### src/hdl/rebd_pkg.sv
// shared types, register indexes and the quadrature transition rule
package rebd_pkg;

  localparam int CFG_DATA_W  = 16;
  localparam int CFG_INDEX_W = 1;
  localparam int POS_W       = 32;

  localparam logic [CFG_INDEX_W-1:0] CFG_DEBOUNCE   = 1'b0;
  localparam logic [CFG_INDEX_W-1:0] CFG_LONG_PRESS = 1'b1;

  localparam logic [CFG_DATA_W-1:0] DEBOUNCE_RST   = 16'd50;
  localparam logic [CFG_DATA_W-1:0] LONG_PRESS_RST = 16'd1000;

  typedef enum logic [1:0] {
    DIR_NONE = 2'd0,
    DIR_CW   = 2'd1,
    DIR_CCW  = 2'd2
  } dir_t;

  // previous phase in the top two bits, current phase in the low two
  function automatic dir_t turn_dir(input logic [3:0] code);
    dir_t d;
    case (code) inside
      4'b1101, 4'b0100, 4'b0010, 4'b1011: d = DIR_CW;
      4'b1110, 4'b0111, 4'b0001, 4'b1000: d = DIR_CCW;
      default:                            d = DIR_NONE;
    endcase
    return d;
  endfunction

endpackage

### src/hdl/rotary_encoder_button_decoder_top.sv
// rotary encoder and push switch decoder with debounce and press length classing
//
//  channel | direction | words                                  | handshake
//  in_     | input     | clk_level, dt_level, button_level      | in_valid / in_ready
//  out_    | output    | turn_direction, short/long_press, pos  | out_valid / out_ready
//  cfg_    | input     | debounce (0), long press (1) limits    | cfg_we, no wait
//
// one word in, one word out; out_valid rises once an accepted word has moved from
// the sample register to the result register; a new word can enter every cycle
// unless stalled. the state update and result are combinational between the two.
// reset zeroes encoder and tick state, sets switch to released, loads default limits.
// a stall on out_ready holds the result word and back-pressures the sample register.
module rotary_encoder_button_decoder_top
  import rebd_pkg::*;
#(
  parameter int COUNT_WIDTH = 32,
  parameter int TIME_WIDTH  = 32
) (
  input  logic                    clk,
  input  logic                    rst_n,

  input  logic                    in_valid,
  output logic                    in_ready,
  input  logic                    in_clk_level,
  input  logic                    in_dt_level,
  input  logic                    in_button_level,

  output logic                    out_valid,
  input  logic                    out_ready,
  output logic [1:0]              out_turn_direction,
  output logic                    out_short_press,
  output logic                    out_long_press,
  output logic signed [POS_W-1:0] out_position,

  input  logic                    cfg_we,
  input  logic [CFG_INDEX_W-1:0]  cfg_index,
  input  logic [CFG_DATA_W-1:0]   cfg_wdata
);

  logic [CFG_DATA_W-1:0]  debounce_r;
  logic [CFG_DATA_W-1:0]  long_limit_r;

  logic                   s1_valid_r;
  logic                   s1_clk_r;
  logic                   s1_dt_r;
  logic                   s1_btn_r;

  logic [1:0]             prev_phase_r;
  logic [COUNT_WIDTH-1:0] step_count_r;
  logic                   button_prev_r;
  logic [TIME_WIDTH-1:0]  tick_now_r;
  logic [TIME_WIDTH-1:0]  last_change_r;
  logic [TIME_WIDTH-1:0]  press_start_r;

  logic                   out_valid_r;
  dir_t                   dir_r;
  logic                   short_r;
  logic                   long_r;
  logic [COUNT_WIDTH-1:0] pos_r;

  logic                   adv;
  logic [1:0]             phase;
  dir_t                   dir_nxt;
  logic [COUNT_WIDTH-1:0] step_count_nxt;
  logic [TIME_WIDTH-1:0]  since;
  logic [TIME_WIDTH-1:0]  held;
  logic [TIME_WIDTH-1:0]  debounce_ext;
  logic [TIME_WIDTH-1:0]  long_ext;
  logic                   change_ok;
  logic                   short_nxt;
  logic                   long_nxt;

  // sample register moves on when the result register is free or being emptied
  assign adv      = s1_valid_r && (!out_valid_r || out_ready);
  assign in_ready = !s1_valid_r || adv;

  assign debounce_ext = TIME_WIDTH'(debounce_r);
  assign long_ext     = TIME_WIDTH'(long_limit_r);

  always_comb begin
    phase   = {s1_clk_r, s1_dt_r};
    dir_nxt = turn_dir({prev_phase_r, phase});
    case (dir_nxt)
      DIR_CW:  step_count_nxt = step_count_r + 1'b1;
      DIR_CCW: step_count_nxt = step_count_r - 1'b1;
      default: step_count_nxt = step_count_r;
    endcase

    since     = tick_now_r - last_change_r;
    held      = tick_now_r - press_start_r;
    change_ok = (s1_btn_r != button_prev_r) && (since >= debounce_ext);
    long_nxt  = change_ok && s1_btn_r && (held >= long_ext);
    short_nxt = change_ok && s1_btn_r && !(held >= long_ext) && (held > debounce_ext);
  end

  always_ff @(posedge clk) begin
    if (!rst_n) begin
      debounce_r   <= DEBOUNCE_RST;
      long_limit_r <= LONG_PRESS_RST;
    end else if (cfg_we) begin
      case (cfg_index)
        CFG_DEBOUNCE:   debounce_r   <= cfg_wdata;
        CFG_LONG_PRESS: long_limit_r <= cfg_wdata;
        default:        ;
      endcase
    end
  end

  always_ff @(posedge clk) begin
    if (!rst_n) begin
      s1_valid_r <= 1'b0;
    end else if (in_ready) begin
      s1_valid_r <= in_valid;
    end
  end

  always_ff @(posedge clk) begin
    if (in_valid && in_ready) begin
      s1_clk_r <= in_clk_level;
      s1_dt_r  <= in_dt_level;
      s1_btn_r <= in_button_level;
    end
  end

  always_ff @(posedge clk) begin
    if (!rst_n) begin
      prev_phase_r  <= 2'b00;
      step_count_r  <= '0;
      button_prev_r <= 1'b1;
      tick_now_r    <= '0;
      last_change_r <= '0;
      press_start_r <= '0;
    end else if (adv) begin
      prev_phase_r <= phase;
      step_count_r <= step_count_nxt;
      tick_now_r   <= tick_now_r + 1'b1;
      if (change_ok) begin
        button_prev_r <= s1_btn_r;
        last_change_r <= tick_now_r;
        if (!s1_btn_r) begin
          press_start_r <= tick_now_r;
        end
      end
    end
  end

  always_ff @(posedge clk) begin
    if (!rst_n) begin
      out_valid_r <= 1'b0;
    end else if (adv) begin
      out_valid_r <= 1'b1;
    end else if (out_ready) begin
      out_valid_r <= 1'b0;
    end
  end

  always_ff @(posedge clk) begin
    if (adv) begin
      dir_r   <= dir_nxt;
      short_r <= short_nxt;
      long_r  <= long_nxt;
      pos_r   <= step_count_nxt;
    end
  end

  assign out_valid          = out_valid_r;
  assign out_turn_direction = dir_r;
  assign out_short_press    = short_r;
  assign out_long_press     = long_r;
  // sign-extend or truncate the running count to the port width
  assign out_position       = POS_W'(signed'(pos_r));

  a_press_exclusive: assert property (@(posedge clk) disable iff (!rst_n)
    out_valid |-> !(out_short_press && out_long_press))
    else $error("short and long press flagged on one word");

  a_cw_step: assert property (@(posedge clk) disable iff (!rst_n)
    (adv && dir_nxt == DIR_CW) |=>
      step_count_r == COUNT_WIDTH'($past(step_count_r) + 1'b1))
    else $error("clockwise step did not advance the count");

  a_press_on_release: assert property (@(posedge clk) disable iff (!rst_n)
    (adv && (short_nxt || long_nxt)) |=> (button_prev_r == 1'b1 && out_valid))
    else $error("press reported without an accepted release");

  a_tick_advance: assert property (@(posedge clk) disable iff (!rst_n)
    adv |=> tick_now_r == TIME_WIDTH'($past(tick_now_r) + 1'b1))
    else $error("tick did not advance by one per word");

endmodule
### config.mk
export PLATFORM = sky130hd
export DESIGN_NAME = rotary_encoder_button_decoder_top
export DESIGN_NICKNAME = d
export VERILOG_FILES = /design/src/hdl/rebd_pkg.sv /design/src/hdl/rotary_encoder_button_decoder_top.sv
export SDC_FILE = /design/constraint.sdc
export NUM_CORES = 1
export LEC_CHECK = 0
export BUFFER_PORTS_ARGS = -buffer_cell sky130_fd_sc_hd__buf_2
export CAP_MARGIN = 30
export CORE_MARGIN = 2
export CORE_UTILIZATION = 40
export CTS_BUF_LIST = sky130_fd_sc_hd__clkbuf_8
export DETAILED_ROUTE_END_ITERATION = 8
export GPL_TIMING_DRIVEN = 0
export PLACE_DENSITY_LB_ADDON = 0.08
export SYNTH_ARGS = -nofsm -noshare
export SYNTH_HDL_FRONTEND = slang
export SYNTH_SLANG_ARGS = --single-unit
### constraint.sdc
create_clock -name clk -period 5.5 [get_ports clk]
set_input_delay 0 -clock clk [delete_from_list [all_inputs] [get_ports clk]]
set_output_delay 0 -clock clk [all_outputs]
set_load 0.01 [all_outputs]
==> impl_metrics.env <==
export IMPL_grt_overflow=0
export IMPL_crit_fanout=5
export IMPL_max_clock_path_buffers=3
export IMPL_coreArea_um2=34600
export IMPL_holdWs_ps=176
export IMPL_grt_pass1_wl_um=65800
export IMPL_fp_dieArea_um2=36700
export IMPL_synthMuxAreaShare_pct=5.42
export IMPL_ys_flop_type="dfxtp_1"
export IMPL_dp_final_hpwl_um=31400
export IMPL_yosysTopAreaCell="dfxtp_1"
export IMPL_routed_wirelength_um=41200
export IMPL_drc=0
export IMPL_period_needed_ps=5160
export IMPL_synth_top_family_by_area="simple AND/OR/NAND/NOR gates"
export IMPL_syn_area_um2=14100
export IMPL_clock_latency_ps=570
export IMPL_syn_nets=1907
export IMPL_start_util_pct=40.6
export IMPL_cp_slowest_stage_delay_ps=390
export IMPL_hold_depth=2
export IMPL_vias=12458
export IMPL_nets=2043
export IMPL_status="finished clean"
export IMPL_rows=68
export IMPL_die_h_um=192
export IMPL_avgRoutedWirePerCell_um=17.5
export IMPL_fin_skew_ps=34.0
export IMPL_cpMaxStageDelayCell="a2111oi_4"
export IMPL_critPathCaptureType="flip-flop"
export IMPL_power_total_uw=3720
export IMPL_worstMarginPinSlew_ps=937
export IMPL_portBuffers=62
export IMPL_period_share_pct=93.8
export IMPL_synth_edf_count=39
export IMPL_final_core_util_pct=46.7
export IMPL_r2r_setup_slack_ps=340
export IMPL_synthAdderAreaFrac_pct=13.0
export IMPL_cap_violations=0
export IMPL_required_ps=5800
export IMPL_cts_root_buffer="clkbuf_8"
export IMPL_drv_slew=0
export IMPL_synthSimpleGateAreaFrac_pct=20.8
export IMPL_rsz0062_at_grt="false"
export IMPL_syn2layout_area_growth_pct=14.8
export IMPL_r2r_start="tick_now_r[0]$_SDFFE_PN0P_"
export IMPL_synth_xor_area_share_pct=5.79
export IMPL_cp_cell_sequence="inv_2 -> ha_1 -> inv_1 -> fa_2 -> a211oi_2 -> nor2_1 -> a21oi_2 -> a21oi_2 -> a21o_1 -> a21oi_2 -> xnor2_2 -> ha_1 -> nor2b_1 -> o21ai_2 -> nand4_1 -> a2111oi_4 -> clkbuf_2 -> o31a_1 -> nand4_1 -> nor4_2 -> nand3_1 -> nor4_4 -> nor2_1"
export IMPL_yosys_register_bits=204
export IMPL_finalHoldViolCount=0
export IMPL_dieWidth_um=192
export IMPL_yosysTopAreaCellShare_pct=23.5
export IMPL_syn_inst=1738
export IMPL_synth_area_top_cells="dfxtp_1 (23%), ha_1 (13%), edfxtp_1 (8.3%), nand2_1 (8.1%), a21oi_1 (5.3%)"
export IMPL_postLayoutCellArea_um2=16200
export IMPL_viasPerCell=5.28
export IMPL_ys_seq_area_share_pct=31.8
export IMPL_hold_end="s1_dt_r$_DFFE_PP_"
export IMPL_grt_antenna_before_repair=0
export IMPL_drive_above_1_share_pct=9.36
export IMPL_ys_types=79
export IMPL_powerDensity_nw_per_um2=230
export IMPL_grt_pass1_vias=12063
export IMPL_critPathMostFrequentCell="a21oi_2"
export IMPL_start_kind="flip-flop"
export IMPL_cts_buffers=39
export IMPL_r2r_end="out_long_press$_DFFE_PP_"
export IMPL_hp_start="in_dt_level"
export IMPL_drt_iter0_markers=714
export IMPL_synth_compound_area_share_pct=18.0
export IMPL_ys_warn_count=0
export IMPL_grt_max_degree=35
export IMPL_ys_async_sr_fraction_pct=0
export IMPL_first_pass_iters=5
export IMPL_syn_area_per_cell_um2=8.10
export IMPL_track_usage_pct=22.9
export IMPL_arrival_ps=5450
export IMPL_max_freq_mhz=194
export IMPL_ir_drop_mv=0.187
export IMPL_synth_most_common_cell="nand2_1"
export IMPL_p_leak_uw=0.00685
export IMPL_gp_congestion=0.873
export IMPL_cts_clk_slew_worst_paths_ps=60
export IMPL_cts_tree="done"
export IMPL_cts_max_level=2
export IMPL_hp_class="input port to flip-flop"
export IMPL_synthTopCellsByCount="nand2_1 (302), dfxtp_1 (165), a21oi_1 (150)"
export IMPL_final_antenna_net_count=0
export IMPL_fin_setup_tns_ps=0
export IMPL_ios=63
export IMPL_fillCellCount=3459
export IMPL_cts_sinks=204
export IMPL_crit_type="flip-flop to flip-flop"
export IMPL_reg2reg_depth=23
export IMPL_setup_violations=0
export IMPL_place_area_um2=15000
export IMPL_max_slew_margin_pct=37.6
==> kinds of logic (layout without fill, tap and decap cells) <==
kind of cell               count (synthesis)  in the layout
other                                      0              1
xor gates and xnor gates                  93             93
and+or+nand+nor                          632            632
muxes                                     76             76
buffers and inverters                    182            346
DFF                                      204            204
AOI/OAI and AO/OA                        407            407
adders and majority gates                144            144
==> registers in the layout (all words and copies together) (netlist names), 2 cells and up <==
name and cells:
last_change_r 32, out_position 32, press_start_r 32, step_count_r 32
tick_now_r 32, debounce_r 16, long_limit_r 16, out_turn_direction 2
prev_phase_r 2
==> where the power goes <==
part	total, µW	leakage, µW	internal, µW	switching, µW
clock	1470	0.000440	796	679
sequential	1610	0.00171	1580	26.9
combinational	633	0.00470	246	387
==> area by class of cell <==
cell class | count | area (µm²) | share of cell area (%)
multi-input combinational | 1352 | 8960 | 55.5
sequential | 204 | 4480 | 27.7
timing repair buffer | 95 | 656 | 4.06
clock buffer | 45 | 619 | 3.83
tap | 455 | 569 | 3.52
inverter | 124 | 465 | 2.88
buffer | 58 | 273 | 1.69
clock inverter | 24 | 136 | 0.844
antenna | 1 | 2.50 | 0.0155
==> worst max-delay path by stage <==
| stage | start | end | slack (ps) | depth (start not counted) |
|---|---|---|---|---|
| after floorplan | tick_now_r[0]$_SDFFE_PN0P_ | press_start_r[1]$_SDFFE_PN0P_ | 1300 | 25 |
| after global placement | tick_now_r[1]$_SDFFE_PN0P_ | out_short_press$_DFFE_PP_ | -1390 | 18 |
| after detailed placement | tick_now_r[1]$_SDFFE_PN0P_ | out_long_press$_DFFE_PP_ | -970 | 19 |
| after CTS | tick_now_r[0]$_SDFFE_PN0P_ | press_start_r[25]$_SDFFE_PN0P_ | 0.4 | 25 |
| after global routing | tick_now_r[0]$_SDFFE_PN0P_ | press_start_r[25]$_SDFFE_PN0P_ | 6 | 26 |
| final | tick_now_r[0]$_SDFFE_PN0P_ | out_long_press$_DFFE_PP_ | 340 | 23 |
==> routing by layer <==
metal	track usage (%)	vias up	share of wire [%]
met3	3.32	64	3.6
met2	38.2	228	46
met5	0	-	0
li1	-	6367	-
met4	7.19	0	2.5
met1	30.4	5799	48
==> layout by cell type (no fill, tap or decap), types with 9 or more instances in the layout <==
cell type	instances
nand2_1	302
dfxtp_1	164
a21oi_1	147
ha_1	141
inv_1	135
nor2_1	114
o21ai_0	82
mux2i_1	75
buf_2	68
xnor2_1	62
clkbuf_8	45
clkbuf_1	39
edfxtp_1	39
and2_1	38
a21o_1	33
xor2_1	30
nand4_1	29
nand3_1	27
dlygate4sd3_1	25
nor3_1	24
nand2b_1	21
o21a_1	19
nor2b_1	18
a21boi_0	16
o211ai_1	15
o21bai_1	12
and3_1	11
nor4_1	9
==> through the flow <==
step                      setup slack [ps]  std cells
after floorplan                       1300       1738
after global placement               -1390       2255
after detailed placement              -970       2257
after CTS                            0.356       2352
after global routing                  5.97       2357
final                                  343       2358
==> critical path: cells and delay by family (launching register included) <==
kind,cells,cell delay [ps]
AOI/OAI and AO/OA,8,1750
adders and majority gates,3,840
buffers and inverters,3,360
and+or+nand+nor,8,1400
DFF,1,360
xor gates and xnor gates,1,170
==> repair_timing <==
item	4_1_cts	5_1_grt
setup buffers	1	5
hold endpoints to repair	41	0
setup endpoints to repair	28	63
hold buffers	25	0
resized for setup	15	8
pin swaps	1	7
No activity file was read; power rests on OpenSTA's default activity.
